### src/design/lbp_pkg.sv
package lbp_pkg;

  localparam int unsigned MaxDimDefault    = 256;
  localparam int unsigned PatchSize        = 16;
  localparam int unsigned NumBins          = 256;
  localparam int unsigned NumGroups        = 64;
  localparam int unsigned FifoDepth        = 4;

  localparam logic CfgWidth  = 1'b0;
  localparam logic CfgHeight = 1'b1;

  localparam logic FuncLoad  = 1'b0;
  localparam logic FuncQuery = 1'b1;

  typedef struct packed {
    logic       func;
    logic [7:0] col;
    logic [7:0] row;
    logic [7:0] pixel;
  } in_item_t;

  typedef struct packed {
    logic [5:0]  group;
    logic [16:0] bin_a;
    logic [16:0] bin_b;
    logic [16:0] bin_c;
    logic [16:0] bin_d;
    logic [8:0]  patch_pixels;
    logic        last;
  } out_item_t;

endpackage

### src/design/lbp_out_fifo.sv
module lbp_out_fifo (
  input  logic               clk_i,
  input  logic               rst_ni,
  input  logic               in_valid_i,
  input  lbp_pkg::out_item_t in_item_i,
  output logic               in_ready_o,
  input  logic               pop_i,
  output logic               empty_o,
  output lbp_pkg::out_item_t item_o
);

  lbp_pkg::out_item_t buf_q [2];
  logic       wp_q, rp_q;
  logic [1:0] cnt_q;
  logic       push, pop;

  assign in_ready_o = (cnt_q != 2'd2);
  assign empty_o    = (cnt_q == 2'd0);
  assign item_o     = buf_q[rp_q];
  assign push       = in_valid_i && in_ready_o;
  assign pop        = pop_i && !empty_o;

  always_ff @(posedge clk_i) begin
    if (push) buf_q[wp_q] <= in_item_i;
  end

  always_ff @(posedge clk_i or negedge rst_ni) begin
    if (!rst_ni) begin
      wp_q <= 1'b0; rp_q <= 1'b0; cnt_q <= '0;
    end else begin
      if (push) wp_q <= ~wp_q;
      if (pop)  rp_q <= ~rp_q;
      cnt_q <= cnt_q + 2'(push) - 2'(pop);
    end
  end

endmodule

### config.mk
export PLATFORM = sky130hd
export DESIGN_NAME = lbp_out_fifo
export DESIGN_NICKNAME = d
export VERILOG_FILES = /design/src/design/lbp_pkg.sv /design/src/design/lbp_out_fifo.sv
export SDC_FILE = /design/constraint.sdc
export NUM_CORES = 1
export LEC_CHECK = 0
export ABC_AREA = 1
export BUFFER_PORTS_ARGS = -buffer_cell sky130_fd_sc_hd__clkbuf_2
export CAP_MARGIN = 20
export CORE_MARGIN = 3
export CORE_UTILIZATION = 45
export DETAILED_ROUTE_END_ITERATION = 10
export MAX_ROUTING_LAYER = met4
export PLACE_DENSITY = 0.7
export SLEW_MARGIN = 20
export SYNTH_ARGS = -nofsm -noshare
export SYNTH_HDL_FRONTEND = slang
export SYNTH_SLANG_ARGS = --single-unit
export TNS_END_PERCENT = 20
### constraint.sdc
create_clock -name clk_i -period 8.8 [get_ports clk_i]
set_input_delay 0.88 -clock clk_i [delete_from_list [all_inputs] [get_ports clk_i]]
set_output_delay 0.88 -clock clk_i [all_outputs]
set_load 0.05 [all_outputs]
# Word-level counts from Yosys, hierarchy flattened

Memories as Yosys holds them, arrays and structs flattened.
Index checks and enable logic that the tools add are counted.

Register bits: 4
Bits in latches: 0
RAM bits: 168
Memory bits (read-only): 0
Memories kept: 1

Memories:

| memory | depth | bits a word | read ports | clocked after Yosys merged registers in | wr ports | line               | text |
|---|---|---|---|---|---|---|---|
| buf_q  | 2     | 84          | 1          | 0                                       | 1        | lbp_out_fifo.sv:12 | `lbp_pkg::out_item_t buf_q [2];` |

Add/sub/neg operators: 2
Multiply operators: 0
Div/mod/pow operators: 0
Order comparisons: 0
Equal/unequal tests: 1
Shift operators: 0
Muxes and demuxes: 2
Bitwise operators: 2
Reductions and logical operators: 4

Operators by type and width:

| operator                                    | number |
|---|---|
| 2-bit by 1-bit adder with 2-bit output      | 1 |
| 1-bit logical AND                           | 2 |
| 2-bit zero test                             | 1 |
| 1-bit two-way mux                           | 2 |
| 2-bit != test (second input constant)       | 1 |
| 1-bit inverter                              | 2 |
| 2-bit by 1-bit subtractor with 2-bit output | 1 |
| 1-bit zero test                             | 1 |

# Logic depth before layout (Yosys ltp)

Word-level depth: 4
Depth in mapped cells: 10

# Least setup slack after synthesis

Ideal clock, no wire load.

Kind: in2reg
Start point: in in_valid_i
End point: mem buf_q[1][0] (netlist bit) (enable)
Library setup time: 0.527 ns
Arrival: 4.493 ns
Setup slack: 3.780 ns
Cell stages on the path: 2
Cells stage by stage: nand2_1 -> nor2_1

Cells in the longest elaborated chain, start to end: 3

Ends and longest elaborated chain:

| element                                 | line               | text |
|---|---|---|
| start, declared                         | lbp_out_fifo.sv:4  | `input logic in_valid_i,` |
| 1-bit logical AND                       | lbp_out_fifo.sv:20 | `assign push = in_valid_i && in_ready_o;` |
| 1-bit two-way mux                       | lbp_out_fifo.sv:24 | `if (push) buf_q[wp_q] <= in_item_i;` |
| 1-bit two-way mux (implied by the code) | lbp_out_fifo.sv:24 |  |
| end, declared                           | lbp_out_fifo.sv:12 |  |

No other way between the ends.

==> flow_summary.ini <==
[synthesis]
yosysWarnings = 0
synth_compound_area_frac = 0
synthMuxAreaShare = 0
yosysTopAreaCellShare = 0.793
synth_simple_gate_area_frac = 0.159
ys_seq_area_frac = 0.809
yosysUniqueCellTypes = 11
synth_top_family_by_area = simple AND/OR/NAND/NOR gates
synth.avg_cell_area_um2 = 13.5
synth_cells = 472
synth_area_leader_cell = edfxtp_1
synthXorXnorAreaFrac = 0
yosys-top-cells-area = edfxtp_1 (79%), nand2_1 (16%), dfrtp_1 (1.6%)
synthAdderAreaFrac = 0.00393
syn-num-nets = 562
synth_seq_cells = 172
netlist_area_um2 = 6360

[detailed_routing]
ant_nets = 0
drc = 0
wl_per_cell_um = 14.6
routed_wl_um = 12300
dr.pass1.iters = 4
drt_iter0_markers = 229
viasPerCell = 4.69
vias = 3932

[sta]
worstMarginPinSlew_ns = 0.958
slew_violations = 0
finalClockSkew_ns = 0.00607
finalHoldViolCount = 0
fmaxAchievable_mhz = 300
setup_viol = 0
timing.slew.headroom = 0.360
fin_crit_ns = 3.34
rsz0062_at_grt = false
fin_tns_setup_ns = 0
period_share = 0.379

[cts]
cts-root-buf = clkbuf_16
cts_max_level = 4
cts_tree = built
hold_buffers = 0
max-clock-path-buffers = 2
clk_pin_slew_ns = 0.06
cts_sinks = 172
cts_made_buffers = 17
cts_resized = 0
clk-insertion-delay-late_ns = 0.42
post_cts_buffers = 0

[die]
core-area_um2 = 13600
row_count = 42
io_pins = 174
die-area_um2 = 15600
floorplan.initialDensity = 0.469
die_w_um = 125
dieHeight_um = 125

[worst_setup_path]
critPathKind = flop to primary output
path_cells = inv_2 -> buf_4 -> nand2_1 -> nand2_1 -> clkbuf_2
cp_common_cell = nand2_1
crit_arrival_ns = 2.46
worstSetupStartpointType = flop
path_buf_inv = 3
cp.depth = 5
slowest_stage = inv_2
worst_r2r_path_depth = 4
cp.required_ns = 7.92
crit_family = buffers and inverters
max_stage_delay_ns = 0.57
crit_fanout = 43
endpoint_kind = primary output

[placement]
place.port_buffers = 173
gp_congestion = 0.745
hpwl_um = 7910

[grt]
antenna_found_initial = 0
overflow = 0
grt_usage = 0.167
grt_pass1_wl_um = 19900
first_global_vias = 4077
grt_start_max_net_pins = 86

[outcome]
status = finished clean

[worst_hold_path]
worstHoldPathType = input pin to async pin

[final_layout]
antennaDiodeCount = 0
nets = 739
area_growth_pct = 24.7
drive_above_1_share = 0.322
fillers = 1092

[flow_run]
max_cap_viol_count = 0
[cell type report]
class / instances / area, um^2 / share of cell area
clock buffers: 17 / 425 / 0.0536
clock inverters: 15 / 160 / 0.0202
inverters: 10 / 38.8 / 0.00489
multi-input cells: 271 / 1050 / 0.132
flip-flops and latches: 172 / 5150 / 0.649
well taps: 176 / 220 / 0.0278
repair buffers: 177 / 896 / 0.113
[path summary, 6_finish.rpt]
path / start / end / slack (ns)
max: rp_q / item_o[64] / 5.46
min in group clk_i: cnt_q[0] / cnt_q[0] / 0.51
min: rst_ni / cnt_q[1] / 0.26
max reg2reg: cnt_q[1] / buf_q[1][45] / 6.30
min reg2reg: cnt_q[0] / cnt_q[0] / 0.51
max in group asynchronous: rst_ni / rp_q / 8.39
[cell usage in the layout, fill, tap and decap left out]
cell type     n
clkbuf_2    173
ha_1          2
inv_6         7
inv_2         1
inv_1         8
clkbuf_16    17
nor2_4        1
edfxtp_1    168
dfrtp_2       1
clkinvlp_4    2
clkinv_2      4
clkinv_4      1
buf_4         4
nand2_1     265
nand3_1       3
dfrtp_1       3
bufinv_16     2
[cells by family (layout without fill, tap and decap cells)]
logic type    count (synthesis)  count (layout)
flops                       172             172
simple gates                269             269
buf+inv                      29             219
fa+ha+maj                     2               2
[cell usage after synthesis]
cell type	instances
nand2_1	265
edfxtp_1	168
buf_2	11
inv_1	9
buf_6	7
dfrtp_1	4
nand3_1	3
ha_1	2
buf_4	1
inv_2	1
nor2_1	1
[metal layers]
metal  routed length (um)  vias to the layer above  GRT usage
li1                     -                     1939          -
met1                 4940                     1832      0.185
met2                 6070                      140      0.276
met3                 1010                       21     0.0587
met4                  246                        0     0.0702
met5                    0                        -          -
[through the flow]
stage               cell area (um^2)  cells  hold WS (ns)  utilization  setup WS (ns)
floorplan                       6360    472         0.442            -           3.78
global placement                7350    806         0.456        0.542           5.77
detailed placement              7350    806         0.498        0.542           5.79
CTS                             7930    838         0.244        0.585           5.36
global route                    7930    838         0.243        0.585           5.23
finish                          7930    838         0.263        0.585           5.46
[registers in the layout, summed over array words and instances (netlist names)]
name and count:
buf_q 168, rp_q 1, wp_q 1, cnt_q 2
Power is left out: the tool's default activity adds up to more than one toggle a clock period on the data nets, which glitch-free logic cannot reach.
