$ cat src/design/lbp_pkg.sv
package lbp_pkg;

  localparam int unsigned MaxDimDefault    = 256;
  localparam int unsigned PatchSize        = 16;
  localparam int unsigned NumBins          = 256;
  localparam int unsigned NumGroups        = 64;
  localparam int unsigned FifoDepth        = 4;

  localparam logic CfgWidth  = 1'b0;
  localparam logic CfgHeight = 1'b1;

  localparam logic FuncLoad  = 1'b0;
  localparam logic FuncQuery = 1'b1;

  typedef struct packed {
    logic       func;
    logic [7:0] col;
    logic [7:0] row;
    logic [7:0] pixel;
  } in_item_t;

  typedef struct packed {
    logic [5:0]  group;
    logic [16:0] bin_a;
    logic [16:0] bin_b;
    logic [16:0] bin_c;
    logic [16:0] bin_d;
    logic [8:0]  patch_pixels;
    logic        last;
  } out_item_t;

endpackage

$ cat src/design/lbp_fifo.sv
module lbp_fifo #(
  parameter int unsigned Depth = 4
) (
  input  logic              clk_i,
  input  logic              rst_ni,
  input  logic              push_i,
  input  lbp_pkg::in_item_t data_i,
  output logic              full_o,
  input  logic              pop_i,
  output logic              empty_o,
  output lbp_pkg::in_item_t data_o
);

  localparam int unsigned Aw = $clog2(Depth);

  lbp_pkg::in_item_t buf_q [Depth];
  logic [Aw-1:0] wp_q, rp_q;
  logic [Aw:0]   cnt_q;

  assign full_o  = (cnt_q == (Aw+1)'(Depth));
  assign empty_o = (cnt_q == '0);
  assign data_o  = buf_q[rp_q];

  always_ff @(posedge clk_i) begin
    if (push_i && !full_o) begin
      buf_q[wp_q] <= data_i;
    end
  end

  always_ff @(posedge clk_i or negedge rst_ni) begin
    if (!rst_ni) begin
      wp_q  <= '0;
      rp_q  <= '0;
      cnt_q <= '0;
    end else begin
      if (push_i && !full_o) begin
        wp_q <= (wp_q == Aw'(Depth-1)) ? '0 : wp_q + 1'b1;
      end
      if (pop_i && !empty_o) begin
        rp_q <= (rp_q == Aw'(Depth-1)) ? '0 : rp_q + 1'b1;
      end
      cnt_q <= cnt_q + (Aw+1)'(push_i && !full_o) - (Aw+1)'(pop_i && !empty_o);
    end
  end

endmodule

$ cat config.mk
export PLATFORM = sky130hd
export DESIGN_NAME = lbp_fifo
export DESIGN_NICKNAME = d
export VERILOG_FILES = /design/src/design/lbp_pkg.sv /design/src/design/lbp_fifo.sv
export SDC_FILE = /design/constraint.sdc
export NUM_CORES = 1
export LEC_CHECK = 0
export BUFFER_PORTS_ARGS = -buffer_cell sky130_fd_sc_hd__buf_2
export CORE_ASPECT_RATIO = 0.8
export CORE_UTILIZATION = 55
export DETAILED_ROUTE_END_ITERATION = 8
export PLACE_DENSITY = 0.77
export SYNTH_ARGS = -nofsm -noshare
export SYNTH_HDL_FRONTEND = slang
export SYNTH_SLANG_ARGS = --single-unit
$ cat constraint.sdc
create_clock -name clk_i -period 2.24 [get_ports clk_i]
set_input_delay 0.448 -clock clk_i [delete_from_list [all_inputs] [get_ports clk_i]]
set_output_delay 0.448 -clock clk_i [all_outputs]
set_load 0.01 [all_outputs]
# Word level (Yosys, flattened, before mapping)
# Memory sizes are Yosys's and may differ from the RTL's.
# Index checks and enable logic that the tools add are counted.
[word_totals]
register_bits = 7
ram_bits = 100
in_bits = 29
out_inout_bits = 27
elab_cells = 20
mem_count = 1
[memory_table]
columns = ["memory", "depth", "width", "rd", "rd_ports_with_merged_regs", "write_ports", "line", "rtl"]
rows = [
  ["buf_q", 4, 25, 1, 0, 1, "lbp_fifo.sv:16", "lbp_pkg::in_item_t buf_q [Depth];"],
]
[classes]
add_sub_neg = 4
n_eq_ne = 3
n_mux = 4
n_reduce_logical = 5
[ops]
columns = ["operator", "n"]
rows = [
  ["$add 2x1->2 const B", 2],
  ["$eq 2x2->1 const B", 2],
  ["$mux 2", 2],
  ["$add 3x1->3", 1],
  ["$eq 3x3->1 const B", 1],
  ["$logic_not 3->1", 1],
  ["$sub 3x1->3", 1],
  ["$logic_and 1x1->1", 2],
  ["$logic_not 1->1", 2],
  ["$mux 1", 2],
]

# Depth between registers and ports, before layout
[logic_depth]
depth_word = 5
mapped_depth = 9
mapped_depth_nobuf = 8

# Worst setup path after synthesis
# OpenSTA, ideal clock, no wires.
[synth_path]
path_kind = "register -> register"
startpoint = "reg cnt_q[1]"
endpoint = "reg cnt_q[2]"
setup_ns = 0.123
t_arrival_ns = 1.950
t_required_ns = 2.117
setup_slack_ns = 0.168
stages_incl_launch_ff = 9
n_path_buf = 0
synth_period_minus_slack_ns = 2.072
cell_sequence = "dfrtp_1 o31ai_1 inv_1 ha_1 inv_1 ha_1 fa_1 xnor2_1 xnor2_1"
[synth_via]
elab_chain_cells = 5
word_cells_on_any_way = 8
classes_between = "2 x add/sub; 1 x eq/ne; 5 x reduce/logical"
[synth_rtl]
columns = ["element", "line", "rtl"]
rows = [
  ["start: declaration", "lbp_fifo.sv:18", "logic [Aw:0] cnt_q;"],
  ["start signal: assignment", "lbp_fifo.sv:42", "cnt_q <= cnt_q + (Aw+1)'(push_i && !full_o) - (Aw+1)'(pop_i && !empty_o);"],
  ["$eq 3x3->1", "lbp_fifo.sv:20", "assign full_o = (cnt_q == (Aw+1)'(Depth));"],
  ["$logic_not 1->1", "lbp_fifo.sv:42", ""],
  ["$logic_and 1x1->1", "lbp_fifo.sv:42", ""],
  ["$add 3x1->3", "lbp_fifo.sv:42", ""],
  ["$sub 3x1->3 *", "lbp_fifo.sv:42", ""],
]
# Mark *: on every way between the ends. The rest lies on a longest branch, timed or not.
# A chain may end at the register's enable or synchronous reset.

==> results_dict.tcl <==
set metrics [dict create \
    layout-drive-gt1-share 0.455 \
    drv_cap 0 \
    critical_path.top_delay_family "multiplexers" \
    clkPwrFrac 0.203 \
    arrival_ns 1.70 \
    hold_viol 0 \
    rr_endpoint "cnt_q[2]$_DFF_PN0_" \
    power_switching_w 0.00171 \
    port_buffers 55 \
    synth_cell_type_count 24 \
    r2r-start "cnt_q[2]$_DFF_PN0_" \
    p_per_area_nw_per_um2 1260 \
    grtUsageTotal 0.179 \
    required_ns 1.79 \
    utilization 0.669 \
    syn_area_um2 4090 \
    dr.pass1.iters 6 \
    synth_compound_area_frac 0.00582 \
    path_cells "buf_4 > mux4_2 > buf_2" \
    synth-simple-area-share 0.0242 \
    min_from "data_i[23]" \
    rrSetupSlack_ns 0.12 \
    fin_total_pwr_w 0.00591 \
    cp.buffers_inverters 2 \
    initial_core_util 0.582 \
    dieArea_um2 7780 \
    p_leak_nw 1.67 \
    syn_nets 212 \
    critPathMaxStageDelay_ns 0.56 \
    ir_drop_mv 0.611 \
    top_layer "met4" \
    nFillCells 467 \
    routed_via_density 5.66 \
    yosys_warnings 0 \
    antenna_found_initial 0 \
    dr_wl_met2_um 3150 \
    whs_path_depth 1 \
    grt_max_degree 28 \
    syn_avg_cell_area_um2 23.4 \
    gp_congestion 0.749 \
    drtIter0Drc 96 \
    wl_per_cell_um 18.8 \
    seqPwrFrac 0.477 \
    cts_sinks 107 \
    drv_slew 0 \
    h-tree-depth 3 \
    synthMuxAreaShare 0.143 \
    cp-start-kind "flip-flop" \
    reg2reg_depth 8 \
    numCtsBuffers 9 \
    clockBufferDepth 2 \
    core_region_area_um2 7030 \
    synthAdderAreaFrac 0.0263 \
    clk_latency_ns 0.35 \
    die_h_um 79.1 \
    cts_root_buffer "clkbuf_8" \
    area_growth_pct 14.9 \
    timing.final.crit_share 0.961 \
    setup_ws_ns 0.0870 \
    crit_path_end_kind "output pin" \
    wl_met1_um 2720 \
    syn-instance-count 175 \
    synth_top_family_by_area "multiplexers" \
    cts_tree "yes" \
    route.detailed.drc 5 \
    slowest_stage "mux4_2" \
    grt_pass1_vias 1968 \
    post_synth_xor_area_fraction 0.00429 \
    finalSetupViolations 0 \
    die_w_um 98.4 \
    dp_hpwl_um 3860 \
    relSlewSlack 0.557 \
    max_freq_mhz 464 \
    power_frac_comb 0.321 \
    clkSlewWorstSetupHoldPaths_ns 0.09 \
    io_pins 56 \
    yosysSeqAreaShare 0.777 \
    fin_nets 276 \
    pre_cts_ws_ns 0.117 \
    hp-class "input pin to flip-flop" \
    dr_total_vias 1872 \
    crit_type "flip-flop to output pin" \
    hold_end "buf_q[0][23]$_DFFE_PP_" \
    grt_overflow 0 \
    p_int_w 0.00419 \
    fin_crit_ns 2.15 \
    postCtsSetupBuffers 0 \
    wl_met3_um 294 \
    skew_ns 0.00700 \
    crit_path_max_fanout 13 \
    outcome "complete, but fails checks" \
    ys_seq_elements 107 \
    ant_nets 0 \
    worst_slew_pin_slew_ns 0.664 \
    antennaDiodeCount 0 \
    wl_um 6230 \
    swShare 0.290 \
    rows 27 \
    grt_pass1_wl_um 10000 \
    violations "DRC" \
]
-- metrics by stage --
step / std cells / hold slack, ns / instance area (um^2) / setup TNS, ns
2_1_floorplan: 175 / 0.152 / 4090 / 0
3_3_place_gp: 314 / 0.296 / 4450 / 0
3_5_place_dp: 314 / 0.294 / 4450 / 0
4_1_cts: 331 / 0.299 / 4670 / 0
5_1_grt: 331 / 0.296 / 4700 / -0.0104
6_report: 331 / 0.310 / 4700 / 0
-- cells by family after synthesis --
group                    after synthesis
AO/OA/AOI/OAI                          3
buffers and inverters                 14
AND/OR/NAND/NOR                       14
multiplexers                          27
XOR/XNOR                               2
flip-flops                           107
adder cells (fa/ha/maj)                8
-- flip-flops by register name (all words and copies together), names as in the netlist --
| name | flops |
|---|---|
| wp_q | 2 |
| cnt_q | 3 |
| rp_q | 2 |
| buf_q | 100 |
-- cell usage after synthesis --
cell | n | area share
or4bb_1 | 1 | 0.0028
fa_1 | 1 | 0.0049
mux4_2 | 25 | 0.14
edfxtp_1 | 100 | 0.73
o211ai_1 | 1 | 0.0018
o31ai_1 | 1 | 0.0018
and4bb_2 | 1 | 0.0031
and3_2 | 4 | 0.0073
inv_1 | 7 | 0.0064
mux2_2 | 2 | 0.0055
or3b_1 | 1 | 0.0021
nor3b_1 | 1 | 0.0018
nor2_1 | 1 | 0.00092
ha_1 | 7 | 0.021
nor3_1 | 1 | 0.0012
dfrtp_1 | 7 | 0.043
nand2b_1 | 1 | 0.0015
xnor2_1 | 2 | 0.0043
buf_4 | 1 | 0.0018
buf_6 | 2 | 0.0055
buf_2 | 4 | 0.0049
a211o_1 | 1 | 0.0021
nand2_1 | 2 | 0.0018
nor2b_1 | 1 | 0.0015
-- routing by layer --
layer,track usage,up-vias
li1,-,845
met1,0.230,969
met2,0.301,52
met3,0.0484,6
met4,0.0627,0
met5,0,-
-- power groups by stage --
stage | sequential, W | combinational (W) | clock [W]
2_1_floorplan | 0.00278 | 0.00134 | 0
3_3_place_gp | 0.00281 | 0.00187 | 0
3_5_place_dp | 0.00284 | 0.00190 | 0
4_1_cts | 0.00280 | 0.00191 | 0.00122
5_1_grt | 0.00286 | 0.00208 | 0.00129
6_report | 0.00282 | 0.00189 | 0.00120
-- repair_timing --
item | CTS | global route
hold buffers | 1 | 0
endpoints found under the setup margin | 0 | 1
endpoints found under the hold margin | 7 | 0
gates resized for setup | 0 | 7
-- layout by cell type, fill, tap and decap left out --
cell / Yosys / routed
clkinv_1: 0 / 2
or3b_4: 0 / 1
o211ai_1: 1 / 1
dfrtp_2: 0 / 4
ha_1: 7 / 7
o31ai_4: 0 / 1
xnor2_2: 0 / 1
clkbuf_8: 0 / 9
fa_1: 1 / 1
mux2_2: 2 / 2
buf_2: 4 / 55
inv_1: 7 / 7
nor3_1: 1 / 1
edfxtp_1: 100 / 100
dfrtp_1: 7 / 3
and4bb_2: 1 / 1
clkinvlp_4: 0 / 1
and3_2: 4 / 4
nor2_1: 1 / 1
or4bb_1: 1 / 1
a211o_1: 1 / 1
xnor2_1: 2 / 1
dlygate4sd3_1: 0 / 1
nor3b_1: 1 / 1
bufinv_16: 0 / 2
mux4_2: 25 / 25
clkinv_2: 0 / 1
nand2b_1: 1 / 1
nand2_1: 2 / 2
clkbuf_1: 0 / 1
nor2b_1: 1 / 1
buf_4: 1 / 4
-- cell type report --
class | count | area, um^2 | area share
timing repair buffer | 60 | 315 | 0.0671
clock inverter | 6 | 80.1 | 0.0170
sequential | 107 | 3180 | 0.677
inverter | 7 | 26.3 | 0.00559
tap | 87 | 109 | 0.0232
clock buffer | 10 | 128 | 0.0272
multi-input combinational | 54 | 857 | 0.182
-- worst max path at each step --
stage,depth (start not counted),to,startpoint
2_1_floorplan,8,cnt_q[2]$_DFF_PN0_,cnt_q[1]$_DFF_PN0_
3_3_place_gp,8,cnt_q[2]$_DFF_PN0_,cnt_q[1]$_DFF_PN0_
3_5_place_dp,8,cnt_q[2]$_DFF_PN0_,cnt_q[1]$_DFF_PN0_
4_1_cts,3,data_o[7],rp_q[0]$_DFFE_PN0P_
5_1_grt,8,cnt_q[2]$_DFF_PN0_,cnt_q[1]$_DFF_PN0_
6_report,3,data_o[16],rp_q[0]$_DFFE_PN0P_
-- worst reg2reg max path, delay by kind of cell, from the launching register on --
| kind | cells | cell delay (ns) |
|---|---|---|
| adders and majority gates | 3 | 0.70 |
| xor gates and xnor gates | 2 | 0.28 |
| buffers and inverters | 1 | 0.04 |
| and+or+nand+nor | 2 | 0.53 |
| DFF | 1 | 0.46 |
Power figures use the tool's default switching activity.
